File: src/rtl/gbs_pkg.sv
// ----------------------------------------------------------------------------
// gbs_pkg
// Shared types, constants and helpers for the greedy box suppression unit.
// ----------------------------------------------------------------------------
package gbs_pkg;

  localparam int MAX_BOXES_DEF = 64;
  localparam int COORD_W       = 14;
  localparam int SCORE_W       = 16;
  localparam int CLASS_W       = 8;
  localparam int EXT_W         = 15;
  // full 14-bit corners give extents up to 16399, so an area needs 29 bits
  localparam int AREA_W        = 29;
  localparam int SUM_W         = 30;
  localparam int THR_W         = 17;
  localparam int LHS_W         = AREA_W + 16;
  localparam int RHS_W         = THR_W + SUM_W;
  localparam logic [THR_W-1:0] THR_RESET = 17'd39322;
  localparam logic [EXT_W-1:0] PIXEL_ONE = 15'd16;

  // One box as it arrives, left corner in the lowest bits
  typedef struct packed {
    logic [CLASS_W-1:0] class_tag;
    logic [SCORE_W-1:0] confidence;
    logic [COORD_W-1:0] bottom_edge;
    logic [COORD_W-1:0] right_edge;
    logic [COORD_W-1:0] top_edge;
    logic [COORD_W-1:0] left_edge;
  } box_t;

  localparam int BOX_W = $bits(box_t);

  // Ranked box with its area
  typedef struct packed {
    logic [AREA_W-1:0] area;
    box_t              box;
  } rbox_t;

  localparam int RBOX_W = $bits(rbox_t);

  // Inclusive-pixel extent, zero when inverted
  function automatic logic [EXT_W-1:0] extent(input logic [COORD_W-1:0] lo,
                                              input logic [COORD_W-1:0] hi);
    logic [EXT_W-1:0] top;
    top = {1'b0, hi} + PIXEL_ONE;
    return (top > {1'b0, lo}) ? top - {1'b0, lo} : '0;
  endfunction

endpackage

File: src/rtl/gbs_iou.sv
// ----------------------------------------------------------------------------
// gbs_iou
// Pipelined overlap test: flags a lower box whose IoU with the anchor box
// reaches the threshold, without division.
// ----------------------------------------------------------------------------
module gbs_iou
  import gbs_pkg::*;
#(
  parameter int AW = 6
) (
  input  logic             clk,
  input  logic             rst,
  input  rbox_t            anchor,
  input  rbox_t            cand,
  input  logic             cand_valid,
  input  logic [AW-1:0]    cand_idx,
  input  logic [THR_W-1:0] threshold,
  output logic             kill_valid,
  output logic             kill,
  output logic [AW-1:0]    kill_idx,
  output logic             busy
);

  logic [EXT_W-1:0]  iw, ih;
  logic [SUM_W-1:0]  sum1, sum2;
  logic [AREA_W-1:0] inter2;
  logic [SUM_W-1:0]  uni3;
  logic [LHS_W-1:0]  lhs3, lhs4;
  logic [RHS_W-1:0]  rhs4;
  logic              nz4;
  logic [AW-1:0]     idx1, idx2, idx3, idx4;
  logic              v1, v2, v3, v4;
  logic [COORD_W-1:0] lo_x, lo_y, hi_x, hi_y;

  // intersection corners
  always_comb begin
    lo_x = (anchor.box.left_edge > cand.box.left_edge) ? anchor.box.left_edge
                                                       : cand.box.left_edge;
    lo_y = (anchor.box.top_edge > cand.box.top_edge) ? anchor.box.top_edge
                                                     : cand.box.top_edge;
    hi_x = (anchor.box.right_edge < cand.box.right_edge) ? anchor.box.right_edge
                                                         : cand.box.right_edge;
    hi_y = (anchor.box.bottom_edge < cand.box.bottom_edge) ? anchor.box.bottom_edge
                                                           : cand.box.bottom_edge;
  end

  // valid chain
  always_ff @(posedge clk) begin
    if (rst) begin
      v1 <= 1'b0;
      v2 <= 1'b0;
      v3 <= 1'b0;
      v4 <= 1'b0;
      kill_valid <= 1'b0;
    end else begin
      v1 <= cand_valid;
      v2 <= v1;
      v3 <= v2;
      v4 <= v3;
      kill_valid <= v4;
    end
  end

  // datapath: extents, product, union, threshold product, compare
  always_ff @(posedge clk) begin
    iw     <= extent(lo_x, hi_x);
    ih     <= extent(lo_y, hi_y);
    sum1   <= {1'b0, anchor.area} + {1'b0, cand.area};
    idx1   <= cand_idx;
    inter2 <= AREA_W'(iw * ih);
    sum2   <= sum1;
    idx2   <= idx1;
    uni3   <= sum2 - {1'b0, inter2};
    lhs3   <= {inter2, 16'd0};
    idx3   <= idx2;
    rhs4   <= RHS_W'(threshold * uni3);
    lhs4   <= lhs3;
    nz4    <= (uni3 != '0);
    idx4   <= idx3;
    kill     <= nz4 && ({2'b0, lhs4} >= rhs4);
    kill_idx <= idx4;
  end

  assign busy = v1 | v2 | v3 | v4 | kill_valid;

endmodule

File: config.mk
export PLATFORM = sky130hd
export DESIGN_NAME = gbs_iou
export DESIGN_NICKNAME = d
export VERILOG_FILES = /design/src/rtl/gbs_pkg.sv /design/src/rtl/gbs_iou.sv
export SDC_FILE = /design/constraint.sdc
export NUM_CORES = 2
export LEC_CHECK = 0
export BUFFER_PORTS_ARGS = -buffer_cell sky130_fd_sc_hd__clkbuf_2
export CAP_MARGIN = 20
export CELL_PAD_IN_SITES_DETAIL_PLACEMENT = 1
export CELL_PAD_IN_SITES_GLOBAL_PLACEMENT = 2
export CORE_MARGIN = 8
export CORE_UTILIZATION = 43
export CTS_CLUSTER_SIZE = 24
export DETAILED_ROUTE_END_ITERATION = 10
export PLACE_DENSITY_LB_ADDON = 0.1
export SLEW_MARGIN = 10
export SYNTH_ARGS = -nofsm -noshare
export SYNTH_HDL_FRONTEND = slang
export SYNTH_SLANG_ARGS = --single-unit
File: constraint.sdc
create_clock -name clk -period 14.64 [get_ports clk]
set_input_delay 0 -clock clk [delete_from_list [all_inputs] [get_ports clk]]
set_output_delay 0 -clock clk [all_outputs]
set_load 0.1 [all_outputs]
[Word-level counts from Yosys, hierarchy flattened]
Cells that the tools add are included.
Operators by class
  reductions and logical operators: 2
  $lt $le $gt $ge: 7
  bitwise operators: 4
  add/sub/neg operators: 6
  $mul: 2
  multiplexer cells: 4
Operator list (count)
  2-to-1 mux 14 bit: 4
  >= comparator 45 x 47 -> 1 bit: 1
  multiplier 17 x 30 -> 47 bit: 1
  adder 14 x 5 -> 15 bit, second input constant: 2
  adder 29 x 29 -> 30 bit: 1
  > comparator 15 x 14 -> 1 bit: 2
  nonzero test 30 bit: 1
  subtractor 15 x 14 -> 15 bit: 2
  subtractor 30 x 29 -> 30 bit: 1
  multiplier 15 x 15 -> 29 bit: 1
  > comparator 14 bit: 2
  less-than comparator 14 bit: 2
  OR 1 bit: 4
  logical AND 1 bit: 1
Storage, ports and cells
  logic and storage cells: 46
  register bits after elaboration: 291
  output and inout port bits: 9

[Depth between registers and ports, before layout]
  word-level depth: 4
  gate-level depth with buffers: 26
  gate-level depth less buffers: 26

[Worst setup path after synthesis]
Ideal clock, no wire load.
  path type: register to register
  from: reg uni3[12]
  to: reg rhs4[45]
  setup slack: 8.443 ns
  period minus slack after synthesis: 6.197 ns
  setup time: 0.127 ns
  arrival time: 6.070 ns
  stages on the path, launching flop included: 23
  path through: dfxtp_1 -> clkbuf_1 -> clkbuf_1 -> nand2_1 -> fa_1 -> fa_1 -> fa_1 -> inv_1 -> fa_1 -> fa_1 -> inv_1 -> fa_1 -> inv_1 -> ha_1 -> and3_1 -> a32oi_1 -> o21ai_0 -> o2111ai_1 -> a31oi_1 -> a221o_1 -> a221oi_2 -> o21ai_0 -> xor2_1
On the way
  longest elaborated chain between the ends: 1
Ends and longest elaborated chain
  from (decl): RTL line gbs_iou.sv:27  | logic [SUM_W-1:0] uni3;
  from (signal assigned): RTL line gbs_iou.sv:73  | uni3 <= sum2 - {1'b0, inter2};
  multiplier 17 x 30 -> 47 bit: RTL line gbs_iou.sv:76  | rhs4 <= RHS_W'(threshold * uni3);
  to (signal assigned): RTL line gbs_iou.sv:76
  to (decl): RTL line gbs_iou.sv:29  | logic [RHS_W-1:0] rhs4;
Every way passes these cells.
A chain may end at the register's enable or synchronous reset.

[Final worst setup path]
  from: reg uni3[3]
  to: reg rhs4[33]
Same word-level chain as after synthesis.

==> flow_summary.yaml <==
layout:
  mostFrequentLayoutCell: "sky130_fd_sc_hd__inv_1"
  mostFrequentLayoutCells: "801 x sky130_fd_sc_hd__inv_1, 589 x sky130_fd_sc_hd__fa_1, 533 x sky130_fd_sc_hd__nand2_1"
  fin_cells: 5447
  area_growth_syn_to_layout_pct: 11.6
  sequential_cell_area_sq_um: 5830
  ratio_of_cells_with_drive_above_1_in_the_final_layout: 0.0730
  final_nets: 5491
  final_util: 0.481
  area_of_the_multi_input_gates_sq_um: 27200
  nFillCells: 9943
clocking:
  worst_setup_hold_path_clk_slew_ns: 0.07
  holdBufCountCts: 99
  number_of_levels_the_h_tree_was_split_into: 1
  bufs_on_longest_clock_path: 3
  post-cts-setup-buffer-count: 0
  cts.repair.resized: 0
  cts-root-buf: "sky130_fd_sc_hd__clkbuf_16"
  clock_latency_on_the_worst_skew_pair_ns: 0.59
  numCtsBuffers: 31
  tritoncts: "done"
  cts_num_sinks: 291
global_routing:
  grt_util_all_layers: 0.218
  grt_pass1_vias: 31000
  pin_count_of_the_biggest_net_entering_global_routing: 31
  globalRouteMet3Util: 0.0241
  grt_pass1_wl_microns: 166000
  overflow: 0
  groute.layer.met2.usage: 0.385
  grt_antenna_before_repair: 6
  grt_busiest_layer: "met2"
  globalRouteMet1Util: 0.282
yosys:
  postSynthNetCount: 5266
  number_of_register_bits_inferred_by_synthesis: 291
  synth_sequential_area_ratio: 0.159
  synth_top_cell_by_area: "sky130_fd_sc_hd__fa_1"
  synthTopCellsByArea: "sky130_fd_sc_hd__fa_1 32%, sky130_fd_sc_hd__dfxtp_1 16%, sky130_fd_sc_hd__ha_1 13%"
  synthesis.area_per_instance_sq_um: 9.02
  synth_enable_flop_cells: 0
  synthesis.instances: 4051
  count_of_yosys_warnings_during_synthesis: 0
  ys_async_sr_fraction: 0
  netlist.area_leader.share: 0.323
  post_synth_instance_area_sq_um: 36500
  yosys_most_used_dff: "sky130_fd_sc_hd__dfxtp_1"
  ys_types: 72
route:
  wl_per_cell_microns: 18.5
  drt-total-wl_microns: 101000
  via_count_normalized_by_instance_count: 5.05
  antenna_left: 0
  vias: 27500
  detail_route.first_pass.iterations: 5
  post-route-drc-count: 0
  drtIter0Drc: 916
worst_setup_path:
  worst-setup-path-type: "flop to flop"
  required_time_at_the_endpoint_of_the_critical_path_ns: 15.13
  ff2ff_path_depth: 22
  timing.critical_path.fanout_max: 18
  critPathCaptureType: "flop"
  worstPathArrival_ns: 7.91
  worst_setup_slack_for_register_to_register_paths_ns: 7.22
  worstSetupStartpointType: "flop"
floorplanning:
  placement_rows: 107
  die-width_microns: 308
  dieArea_sq_um: 94600
  io-pin-count: 253
  effective_utilization_at_floorplan: 0.431
  core_area_sq_um: 84700
  chipHeight_microns: 308
place:
  place_congestion: 0.832
  hpwlAfterDp_microns: 80200
  placedCellCount: 5288
  count_of_input_and_output_buffers: 204
timing:
  maxSlewViolCount: 0
  slew_headroom: 0.235
  period_share: 0.507
  worstMarginPinSlew_ns: 1.15
  final.setup_skew_ns: 0.0276
  setup_viol_count_final: 0
  setup_total_negative_slack_ns: 0
  rsz0062_at_grt: "false"
  final_hold_viol_count: 0
  clock.fmax_ghz: 0.135
  post-route-min-period_ns: 7.42
  finalHoldWorstSlack_ns: 0.0409
run_status:
  outcome: "complete, no violations"
min_path:
  hp-class: "primary input to flop"
  min_path_cells: 5
job:
  cap_violations: 0
## registers in the layout, indices dropped and copies added, names as in the netlist, 6 cells and up
register,cells
rhs4,47
sum1,30
sum2,30
uni3,30
inter2,29
lhs3,29
lhs4,29
ih,15
iw,15
idx1,6
idx2,6
idx3,6
idx4,6
kill_idx,6
## stage by stage
step,setup WS (ns),area [sq um]
floorplan,8.44,36500
global placement,7.37,38700
detailed placement,7.26,38700
CTS,7.17,40800
global route,6.95,40800
finish,7.22,40800
## worst max-delay path, cell delays in order, from the launching register on
cell and delay (ns):
sky130_fd_sc_hd__dfxtp_1 1.05, sky130_fd_sc_hd__nand2_1 0.17, sky130_fd_sc_hd__fa_1 0.52, sky130_fd_sc_hd__inv_1 0.05
sky130_fd_sc_hd__fa_1 0.37, sky130_fd_sc_hd__inv_1 0.09, sky130_fd_sc_hd__fa_1 0.41, sky130_fd_sc_hd__inv_1 0.09
sky130_fd_sc_hd__fa_1 0.41, sky130_fd_sc_hd__fa_1 0.50, sky130_fd_sc_hd__inv_1 0.05, sky130_fd_sc_hd__fa_1 0.49
sky130_fd_sc_hd__inv_1 0.05, sky130_fd_sc_hd__ha_1 0.36, sky130_fd_sc_hd__and3_1 0.24, sky130_fd_sc_hd__nand3_1 0.12
sky130_fd_sc_hd__a211oi_1 0.47, sky130_fd_sc_hd__o211ai_1 0.20, sky130_fd_sc_hd__and3b_1 0.23, sky130_fd_sc_hd__o41ai_1 0.94
sky130_fd_sc_hd__nand4_1 0.18, sky130_fd_sc_hd__nand3b_1 0.14, sky130_fd_sc_hd__xor2_1 0.19
## kinds of logic after synthesis
kind of cell / after synthesis / share of synthesized area
simple gates: 1175 / 0.154
mux: 38 / 0.0107
flops: 291 / 0.159
xor+xnor: 160 / 0.0383
compound gates: 477 / 0.0872
buf+inv: 939 / 0.0966
fa+ha+maj: 971 / 0.453
## cells in the mapped netlist (all sizes together), types with 34 or more instances
library cell  count
nor2            122
nand3            38
inv             801
ha              382
clkbuf          134
dfxtp           291
and2            295
a21oi           141
o21a             34
nor3             41
xnor2           125
o21ai            77
nand2           533
xor2             35
a21o             77
fa              589
## worst paths after layout
| kind | from | end |
|---|---|---|
| setup / recovery | uni3[3] | rhs4[33] |
| hold / removal | anchor[17] | ih[3] |
| setup reg to reg | uni3[3] | rhs4[33] |
| hold reg to reg | sum1[19] | sum2[19] |
## metal layers
layer  vias to the layer above  wire [microns]
li1                      13000               -
met1                     13900           44500
met2                       448           49900
met3                       142            3570
met4                         2            2830
met5                         -              11
## area by class of cell
cell class,count,share of cell area
antenna,4,0.000246
clock buffer,37,0.0208
clock inverter,19,0.00589
inverter,801,0.0737
multi-input combinational,2821,0.667
sequential,291,0.143
tap,1144,0.0351
timing repair buffer,330,0.0543
Power is left out: the tool's default activity adds up to more than one toggle a clock period on the data nets, which glitch-free logic cannot reach.
