`src/rtl/gbs_ram.sv`:
```
// ----------------------------------------------------------------------------
// gbs_ram
// Generic simple dual-port RAM, one write and one registered read port.
// ----------------------------------------------------------------------------
module gbs_ram #(
  parameter int W = 8,
  parameter int D = 64
) (
  input  logic                 clk,
  input  logic                 we,
  input  logic [$clog2(D)-1:0] waddr,
  input  logic [W-1:0]         wdata,
  input  logic [$clog2(D)-1:0] raddr,
  output logic [W-1:0]         rdata
);

  logic [W-1:0] mem [D];

  // write and registered read
  always_ff @(posedge clk) begin
    if (we) begin
      mem[waddr] <= wdata;
    end
    rdata <= mem[raddr];
  end

endmodule

```
`config.mk`:
```
export PLATFORM = sky130hd
export DESIGN_NAME = gbs_ram
export DESIGN_NICKNAME = d
export VERILOG_FILES = /design/src/rtl/gbs_ram.sv
export SDC_FILE = /design/constraint.sdc
export NUM_CORES = 1
export LEC_CHECK = 0
export ABC_AREA = 0
export BUFFER_PORTS_ARGS = -buffer_cell sky130_fd_sc_hd__buf_2
export CORE_MARGIN = 1
export CORE_UTILIZATION = 35
export DETAILED_ROUTE_END_ITERATION = 7
export SLEW_MARGIN = 15
export SYNTH_ARGS = -nofsm -noshare
export SYNTH_HDL_FRONTEND = slang
export SYNTH_SLANG_ARGS = --single-unit
```
`constraint.sdc`:
```
create_clock -name clk -period 2.65 [get_ports clk]
set_input_delay 0.3975 -clock clk [delete_from_list [all_inputs] [get_ports clk]]
set_output_delay 0.3975 -clock clk [all_outputs]
set_load 0.05 [all_outputs]
```
Yosys cells after proc, flatten, opt, wreduce, memory -nomap -nowiden --
Memories as Yosys holds them, arrays and structs flattened. A register that Yosys moved wholly into a read port is not among the register bits. Cells that the tools add are included.
Storage, ports and cells: logic and storage cells 3, output and inout port bits 8, RAM bits 512, memories kept 1, input bits 22, register bits 0
Operators by class: multiplexer cells 2
Memories:
- mem | words 64, bits a word 8, rd ports 1, clocked after Yosys merged registers in 1, write ports 1, line 17 | logic [W-1:0] mem [D];
Operators with widths (count):
- $mux 1 | 2

Depth between registers and ports, before layout --
Gate-level depths: netlist (run 1).
depth in word-level cells 2, gate-level depth with buffers 9, gate-level depth less buffers 5

Worst setup path before layout (run 1) --
No wires, ideal clock.
path kind input to register, from in raddr[1], to reg rdata[3], read port of mem, data arrival time 1.937 ns, data required time 2.522 ns, stages 7, path buffers 3, library setup time 0.128 ns, slack 0.585 ns, cell sequence buf_4 -> buf_2 -> buf_2 -> mux4_2 -> mux4_2 -> o21ai_1 -> o41ai_1
RTL lines:
- start: declaration | line 13 | input logic [$clog2(D)-1:0] raddr,
- end: declaration | line 14 | output logic [W-1:0] rdata

==> results of run 1 <==
-- report_power, final --
| part | total [uW] | internal (uW) | switching [uW] |
|---|---|---|---|
| registers | 9140 | 9100 | 33.6 |
| logic | 940 | 362 | 578 |
| clock network | 7100 | 4090 | 3010 |
| total | 17200 | 13600 | 3620 |
-- placed cells by master (no fill, tap or decap), types with 13 or more instances in the layout --
cell and instances:
edfxtp_1 512, buf_2 26, nand2_1 19, clkbuf_16 53, nor2_1 83, mux2_2 13, mux2i_1 23, mux4_2 126
nor2b_1 14, nand3_1 13, buf_4 121
-- sequential cells by signal (all words and copies together) (netlist names) --
name   count
mem      512
rdata      8
-- critical path, stage by stage (launching register included) --
cell and delay [ps]:
edfxtp_1 370, mux4_2 460, mux2_2 300, o221a_2 280
nor3_1 340, o32ai_1 160
-- per-layer routing --
layer	part of all wire [%]	up-vias	wire length, um
met4	3.2	4	1457
met3	4.4	83	2030
li1	-	4249	-
met5	0.063	-	29
met2	47	269	21850
met1	45	5231	20660
-- how the worst max path moves through the flow --
stage                     to       start  cells past startpoint
floorplan           rdata[3]    raddr[1]                      7
global placement    rdata[4]    raddr[0]                      7
detailed placement  rdata[6]    raddr[0]                      7
CTS                 rdata[6]  mem[24][6]                      5
global route        rdata[1]    raddr[0]                      8
finish              rdata[6]  mem[28][6]                      5
-- cell families (layout without fill, tap and decap cells) --
logic type	Yosys count	in the layout	synth area share, %
muxes	162	162	15.94
and+or+nand+nor	153	153	3.387
AOI/OAI and AO/OA	54	54	2.072
buffers and inverters	51	251	1.570
DFF	520	520	77.03
-- synth_stat cells --
| cell | instances | share of area (%) |
|---|---|---|
| a2111oi_0 | 2 | 0.087 |
| a211oi_1 | 4 | 0.15 |
| a21oi_1 | 3 | 0.074 |
| a221oi_1 | 6 | 0.26 |
| a22oi_1 | 3 | 0.11 |
| a31oi_1 | 1 | 0.031 |
| and2_1 | 1 | 0.031 |
| buf_1 | 4 | 0.074 |
| buf_12 | 2 | 0.20 |
| buf_2 | 11 | 0.27 |
| buf_4 | 13 | 0.48 |
| buf_6 | 4 | 0.22 |
| clkbuf_1 | 17 | 0.32 |
| dfxtp_1 | 8 | 0.79 |
| edfxtp_1 | 512 | 76 |
| mux2_2 | 13 | 0.73 |
| mux2i_1 | 23 | 1.1 |
| mux4_2 | 126 | 14 |
| nand2_1 | 19 | 0.35 |
| nand2b_1 | 7 | 0.22 |
| nand3_1 | 13 | 0.32 |
| nand3b_1 | 3 | 0.11 |
| nand4_1 | 2 | 0.062 |
| nand4b_1 | 1 | 0.043 |
| nor2_1 | 83 | 1.5 |
| nor2b_1 | 14 | 0.43 |
| nor3_1 | 7 | 0.17 |
| nor4_1 | 2 | 0.062 |
| o2111ai_1 | 3 | 0.13 |
| o21a_1 | 2 | 0.074 |
| o21ai_0 | 2 | 0.050 |
| o21ai_1 | 2 | 0.050 |
| o221a_2 | 2 | 0.11 |
| o221ai_1 | 8 | 0.35 |
| o22ai_1 | 8 | 0.25 |
| o2bb2ai_1 | 3 | 0.13 |
| o311ai_1 | 1 | 0.043 |
| o32ai_1 | 2 | 0.087 |
| o41ai_1 | 2 | 0.087 |
| or3_1 | 1 | 0.031 |
-- area by class of cell --
class                           count  area share, %
Timing Repair Buffer              157          5.206
Clock buffer                       69          6.067
Clock inverter                     25         0.8879
Sequential cell                   520          65.62
Multi-Input combinational cell    369          18.23
Tap cell                          756          3.995
-- metrics by stage --
step | setup WS, ps | hold slack [ps] | area, um2 | power (uW)
3_3_place_gp | 63.87 | 772.5 | 22030 | 10250
4_1_cts | 610.1 | 162.8 | 23680 | 17340
6_report | 633.4 | 182.0 | 23680 | 17180
2_1_floorplan | 584.8 | 496.4 | 20170 | 9833
5_1_grt | 594.6 | 172.8 | 23680 | 17680
3_5_place_dp | 19.27 | 785.5 | 22030 | 10270
==> results.py, run 1 <==
metrics = {
    "route": {
        "drt-vias-per-instance": 5.188,
        "wl_mm": 46.03,
        "drcViolationCount": 0,
        "detail_route.wl_per_cell_um": 24.28,
        "via_count": 9836,
        "ant_nets": 0,
        "drt_first_pass_iters": 5,
        "dr.first_iter.drc_count": 873,
    },
    "synth": {
        "ys_warn_count": 0,
        "synth_cell_types": 40,
        "synthesis.instances": 940,
        "syn_avg_cell_area_um2": 21.45,
        "yosysSeqAreaShare_pct": 77.03,
        "synthesis.area_um2": 20170,
        "syn-num-nets": 962,
        "synth-seq-cells": 520,
    },
    "critical_path": {
        "critPathRequiredTime_ps": 3110,
        "end_kind": "register",
        "r2r-start": "mem[28][6]",
        "worstReg2RegEnd": "rdata[6]",
        "reg2reg_slack_ps": 630,
        "critPathLaunchType": "register",
        "crit_fanout": 1,
        "cp.arrival_ps": 2480,
        "path_class": "reg -> reg",
        "reg2reg_depth": 5,
    },
    "worst_hold_path": {
        "hold_path_end": "mem[8][6]",
        "hold_depth": 1,
        "worstHoldStart": "wdata[6]",
        "min_path_type": "in -> reg",
    },
    "sta": {
        "relSlewSlack_pct": 48.23,
        "fin_crit_ps": 2017,
        "rsz0062_at_grt": "no",
        "fin_crit_sh_pct": 76.10,
        "hold_violations": 0,
        "setup_viol": 0,
        "finClkSkew_ps": 22.51,
        "clock.fmax_mhz": 495.9,
        "finalMaxSlewViolations": 0,
        "setup_tns_ps": 0,
        "worstMarginPinSlew_ps": 776.5,
    },
    "clocking": {
        "cts_max_level": 2,
        "post_cts_buffers": 0,
        "hold_buffers": 0,
        "root_buffer": "clkbuf_16",
        "max-clock-path-buffers": 3,
        "numCtsBuffers": 52,
        "post_cts_resized": 0,
        "cts.clk_slew.worst_paths_ps": 60,
        "clk_latency_ps": 590,
        "cts_tree": "yes",
        "cts_sinks": 520,
    },
    "global_route": {
        "antenna_found_initial": 2,
        "grt_busiest_layer": "met2",
        "met1_usage_pct": 22.52,
        "grt_pass1_vias": 10070,
        "grt_pass1_wl_mm": 68.72,
        "grt_util_met3_pct": 2.160,
        "grt_start_max_net_pins": 65,
        "grt_usage_pct": 15.89,
        "use_met2_pct": 25.14,
        "grt_overflow": 0,
    },
    "cells_and_area": {
        "multiInputGateArea_um2": 4315,
        "drive_above_1_share_pct": 32.81,
        "final.fill_count": 4905,
        "antenna_cells": 0,
        "post-route-util_pct": 41.75,
        "fin_cells": 1896,
        "regArea_um2": 15530,
        "syn2layout_area_growth_pct": 17.40,
        "nets": 1122,
    },
    "job": {
        "cap_violations": 0,
    },
    "status": {
        "status": "finished, final reports clean",
    },
    "floorplan": {
        "fp-row-count": 87,
        "start_util_pct": 35.56,
        "die_area_um2": 58580,
        "die_x_um": 242.0,
        "io_pins": 30,
        "die_y_um": 242.0,
        "coreArea_um2": 56710,
    },
    "place": {
        "dp_hpwl_mm": 29.65,
        "place_congestion": 0.8294,
        "dp_cells": 1802,
        "io_buffer_count": 29,
    },
    "pwr": {
        "cellPowerDensity_nw_per_um2": 725.7,
        "leakagePower_uw": 0.007590,
        "irDropWorstVdd_mv": 0.4511,
    },
}
Power figures use the tool's default switching activity.
==> inputs of run 2 (changes only) <==
--- a/config.mk
+++ b/config.mk
@@ -5,7 +5,7 @@
 export SDC_FILE = /design/constraint.sdc
 export NUM_CORES = 1
 export LEC_CHECK = 0
-export ABC_AREA = 0
+export ABC_AREA = 1
 export BUFFER_PORTS_ARGS = -buffer_cell sky130_fd_sc_hd__buf_2
 export CORE_MARGIN = 1
 export CORE_UTILIZATION = 35
==> constraint.sdc (replaced) <==
create_clock -name clk -period 2.03 [get_ports clk]
set_input_delay 0.3045 -clock clk [delete_from_list [all_inputs] [get_ports clk]]
set_output_delay 0.3045 -clock clk [all_outputs]
set_load 0.05 [all_outputs]
==> run 2 against run 1 <==
  * Cell count rose by 44%
  * Clock skew fell by 8.6 ps
  * Power rose by 33%
  * Synthesized area increased by 5.8%
  * Core utilization shrank 0.86 points
  * Critical path depth fell by 4
  * Worst hold slack worse by 83 ps
  * Critical path type is now reg -> out
  * Largest cell class unchanged
==> results.py, run 2 <==
metrics = {
    "global_route": {
        "grt_pass1_wl_mm": 84.08,
        "grt_pass1_vias": 13760,
        "grt_usage_pct": 17.78,
        "grt_start_max_net_pins": 75,
        "antenna_found_initial": 3,
        "grt_overflow": 0,
    },
    "floorplan": {
        "die_area_um2": 61960,
        "start_util_pct": 35.42,
        "coreArea_um2": 60250,
        "fp-row-count": 90,
        "io_pins": 30,
        "die_x_um": 248.9,
        "die_y_um": 248.9,
    },
    "synth": {
        "synthesis.area_um2": 21340,
        "synth_cell_types": 16,
        "yosysSeqAreaShare_pct": 72.80,
        "yosys.area.top_type_share_pct": 72.05,
        "synth-seq-cells": 520,
        "synthTopCellsByCount": "nand2_1, edfxtp_1, nand3_1",
        "synth.area.top_cells": "edfxtp_1, nand2_1, nand3_1, buf_6, nor2_1",
        "ys_async_sr_fraction_pct": 0,
        "synth_ff_type": "edfxtp_1",
        "syn_avg_cell_area_um2": 11.82,
        "synth_top_area_cell": "edfxtp_1",
        "ys_warn_count": 0,
        "syn-num-nets": 1827,
        "synth.most_common_cell": "nand2_1",
        "synth_edf_count": 512,
        "synthesis.instances": 1805,
    },
    "cells_and_area": {
        "fin_cells": 2729,
        "final_cell_mix": "nand2_1, edfxtp_1, nand3_1",
        "largest_register_ffs": 512,
        "largest_register": "mem",
        "syn2layout_area_growth_pct": 15.42,
        "reg_top3": "mem x512, rdata x8",
        "drive_above_1_share_pct": 11.51,
        "nets": 1924,
        "final_common_cell": "nand2_1",
    },
    "sta": {
        "finalMaxSlewViolations": 0,
        "setup_viol": 0,
        "hold_violations": 0,
        "relSlewSlack_pct": 47.29,
        "worstMarginPinSlew_ps": 790.7,
        "fin_crit_sh_pct": 82.01,
        "finClkSkew_ps": 13.93,
        "rsz0062_at_grt": "no",
        "fin_crit_ps": 1665,
        "clock.fmax_mhz": 600.7,
    },
    "job": {
        "cap_violations": 0,
    },
    "route": {
        "via_count": 14170,
        "wl_mm": 55.17,
        "detail_route.wl_per_cell_um": 20.22,
        "drt-vias-per-instance": 5.193,
        "ant_nets": 0,
        "drt_first_pass_iters": 6,
        "dr.first_iter.drc_count": 1475,
        "drcViolationCount": 0,
    },
    "critical_path": {
        "crit_fanout": 1,
        "critPathRequiredTime_ps": 1730,
        "path_class": "reg -> out",
        "cp.arrival_ps": 1360,
        "crit_family": "flip-flops",
        "crit_chain": "buf_2",
        "slowest_delay_ps": 420,
        "critPathLaunchType": "register",
        "slowest_stage": "dfxtp_1",
        "end_kind": "output pin",
        "crit_buf_inv": 1,
    },
    "pwr": {
        "irDropWorstVdd_mv": 0.5261,
        "leakagePower_uw": 0.008931,
        "cellPowerDensity_nw_per_um2": 928.7,
        "power_uw": 22870,
    },
    "clocking": {
        "cts.clk_slew.worst_paths_ps": 60,
        "numCtsBuffers": 53,
        "max-clock-path-buffers": 3,
        "clk_latency_ps": 610,
        "cts_tree": "yes",
        "cts_sinks": 520,
        "root_buffer": "clkbuf_16",
        "hold_buffers": 0,
        "cts_max_level": 2,
        "post_cts_resized": 0,
        "post_cts_buffers": 0,
    },
    "place": {
        "place_congestion": 0.8478,
        "io_buffer_count": 29,
        "dp_hpwl_mm": 32.91,
        "dp_cells": 2629,
    },
    "status": {
        "status": "finished, final reports clean",
    },
    "worst_hold_path": {
        "min_path_type": "in -> reg",
    },
}
[run 2: through the flow]
step                      util (%)  TNS [ps]  hold slack (ps)  area, um2  worst slack [ps]
after global routing         40.88         0            110.3      24630             323.5
after global placement       38.14         0            716.6      22980             90.22
after CTS                    40.88         0            70.45      24630             307.1
after detailed placement     38.14         0            718.2      22980             56.66
final                        40.88         0            98.68      24630             365.2
after floorplan                  -     -2599            403.4      21340            -40.62
[run 2: path summary, 6_finish.rpt]
kind	start	end	slack, ps	cells after the start
max	rdata[7]	rdata[7]	370	1
min	raddr[5]	rdata[6]	100	3
max reg2reg	mem[31][4]	rdata[4]	620	8
min reg2reg	mem[44][6]	rdata[6]	790	8
[run 2: area by class of cell]
type	count	area [um2]
Timing Repair Buffer	155	1465
Multi-Input combinational cell	1160	4946
Antenna cell	1	2.502
Clock inverter	23	185.2
Sequential cell	520	15530
Inverter	12	52.55
Tap cell	782	978.4
Fill cell	5602	35620
Clock buffer	76	1465
[run 2: where the power goes]
group / internal (uW) / switching (uW)
Sequential: 11900 / 38.1
Clock: 5380 / 4000
Combinational: 437 / 1140
[run 2: cell families (layout without fill, tap and decap cells)]
family        after synthesis  after routing  synth area share (%)
other cells                 0              1                     0
flops                     520            520                 72.80
buf+inv                   125            266                 4.022
simple gates             1160           1160                 23.18
[run 2: per-layer routing]
layer	share of wire, %	GRT usage, %
met3	8.1	3.908
met4	2.5	5.182
met5	0.073	0
met2	46	27.63
met1	44	24.97
==> inputs of run 3 (changes only) <==
==> constraint.sdc (replaced) <==
create_clock -name clk -period 1.61 [get_ports clk]
set_input_delay 0.2415 -clock clk [delete_from_list [all_inputs] [get_ports clk]]
set_output_delay 0.2415 -clock clk [all_outputs]
set_load 0.05 [all_outputs]
==> run 3 against run 2 <==
  * Critical path depth did not move
  * Setup slack got worse by 340 ps
  * Critical path type unchanged
  * Cell count grew 1.6%
  * Largest cell class unchanged
==> results.py, run 3 (synthesis results as in run 2) <==
metrics = {
    "status": {
        "status": "finished, final reports clean",
    },
    "critical_path": {
        "path_class": "reg -> out",
        "end_kind": "output pin",
        "crit_chain": "buf_4",
        "slowest_stage": "dfxtp_1",
        "slowest_delay_ps": 490,
        "crit_family": "flip-flops",
        "critPathLaunchType": "register",
        "crit_fanout": 1,
        "cp.arrival_ps": 1340,
        "crit_buf_inv": 1,
        "critPathRequiredTime_ps": 1370,
    },
    "cells_and_area": {
        "regArea_um2": 15530,
        "antenna_cells": 0,
        "final.fill_count": 5538,
        "post-route-util_pct": 42.03,
        "multiInputGateArea_um2": 5014,
        "final_cell_mix": "nand2_1, edfxtp_1, nand3_1",
        "largest_register_ffs": 512,
        "drive_above_1_share_pct": 14.71,
        "nets": 1970,
        "reg_top3": "mem x512, rdata x8",
        "syn2layout_area_growth_pct": 18.65,
        "largest_register": "mem",
        "final_common_cell": "nand2_1",
        "final_cell_area_um2": 25320,
    },
    "global_route": {
        "antenna_found_initial": 1,
        "grt_pass1_vias": 14020,
        "grt_overflow": 0,
        "grt_usage_pct": 17.98,
        "grt_start_max_net_pins": 65,
        "grt_pass1_wl_mm": 85.30,
    },
    "worst_hold_path": {
        "min_path_type": "in -> reg",
    },
    "sta": {
        "finClkSkew_ps": 15.50,
        "whs_ps": 85.19,
        "fin_crit_sh_pct": 98.31,
        "hold_violations": 0,
        "finalMaxSlewViolations": 0,
        "worstMarginPinSlew_ps": 808.8,
        "relSlewSlack_pct": 46.08,
        "fin_crit_ps": 1583,
        "clock.fmax_mhz": 631.8,
        "setup_viol": 0,
        "rsz0062_at_grt": "no",
    },
    "floorplan": {
        "die_y_um": 248.9,
        "coreArea_um2": 60250,
        "die_area_um2": 61960,
        "die_x_um": 248.9,
        "io_pins": 30,
        "fp-row-count": 90,
        "start_util_pct": 35.42,
    },
    "pwr": {
        "p_seq_share_pct": 48.7,
        "leakagePower_uw": 0.009308,
        "pwr-share-comb_pct": 6.7,
        "switching_share_pct": 21.51,
        "p_sw_uw": 6646,
        "cellPowerDensity_nw_per_um2": 1220,
        "irDropWorstVdd_mv": 0.6947,
        "p_int_uw": 24250,
        "power_frac_clock_pct": 44.6,
        "power_uw": 30900,
    },
    "place": {
        "placed_cell_area_um2": 23330,
        "dp_hpwl_mm": 34.27,
        "place_congestion": 0.8631,
        "io_buffer_count": 29,
    },
    "route": {
        "drcViolationCount": 0,
        "dr.first_iter.drc_count": 1411,
        "wl_mm": 55.56,
        "drt-vias-per-instance": 5.111,
        "detail_route.wl_per_cell_um": 20.03,
        "ant_nets": 0,
        "via_count": 14180,
        "drt_first_pass_iters": 7,
    },
    "clocking": {
        "cts_max_level": 2,
        "cts.clk_slew.worst_paths_ps": 60,
        "numCtsBuffers": 54,
        "max-clock-path-buffers": 3,
        "cts_tree": "yes",
        "cts_sinks": 520,
        "clk_latency_ps": 600,
        "root_buffer": "clkbuf_16",
        "hold_buffers": 0,
    },
    "job": {
        "cap_violations": 0,
    },
}
run 3: changes by cell type in the layout (fill, tap and decap cells not counted), moves of 4 or more:
cell / change
buf_12: -4
buf_4: +52
bufinv_16: +11
clkbuf_1: -13
clkinv_2: +4
nor4_1: -8
nor4_2: +6
run 3: through the flow:
stage | instances | worst slack, ps | TNS [ps]
final | 2774 | 27.28 | 0
after global routing | 2774 | 4.018 | 0
after CTS | 2774 | 1.428 | 0
after detailed placement | 2674 | -229.0 | -2037
after global placement | 2674 | -225.1 | -1657
after floorplan | 1805 | -185.0 | -58750
run 3: metal layers:
metal,global-route usage (%),vias to the layer above,wire [um]
li1,-,6641,-
met1,25.52,6948,24730
met2,28.44,498,25740
met3,3.156,89,3948
met4,4.756,2,1133
met5,0,-,9
run 3: worst min-delay path, stage by stage:
cell and delay, ps:
buf_2 210, nand3_1 120, nand2_1 50
run 3: area by class of cell:
| type | instances | area share (%) |
|---|---|---|
| clock buffers | 64 | 5.737 |
| clock inverters | 36 | 2.090 |
| inverters | 12 | 0.2076 |
| multi-input cells | 1160 | 19.80 |
| flip-flops and latches | 520 | 61.36 |
| well taps | 782 | 3.864 |
| repair buffers | 200 | 6.943 |
run 3: path summary, 6_finish.rpt:
| kind | from | slack [ps] | depth (start not counted) | end |
|---|---|---|---|---|
| worst max-delay path | rdata[6] | 30 | 1 | rdata[6] |
| worst min-delay path | raddr[5] | 90 | 3 | rdata[2] |
| worst max register to register | mem[25][3] | 240 | 8 | rdata[3] |
| worst min register to register | mem[60][2] | 820 | 8 | rdata[2] |
run 3: what timing repair did:
item                                    CTS  global route
gates resized for setup                   3             0
endpoints found under the setup margin    3             0
setup buffers                             0             0
run 3: power groups by stage:
stage	Clock [uW]	Sequential, uW	Combinational, uW
2_1_floorplan	0	15400	1070
3_3_place_gp	0	15300	2040
3_5_place_dp	0	15300	2050
4_1_cts	14000	15000	2070
5_1_grt	14500	15000	2250
6_report	13800	15000	2070
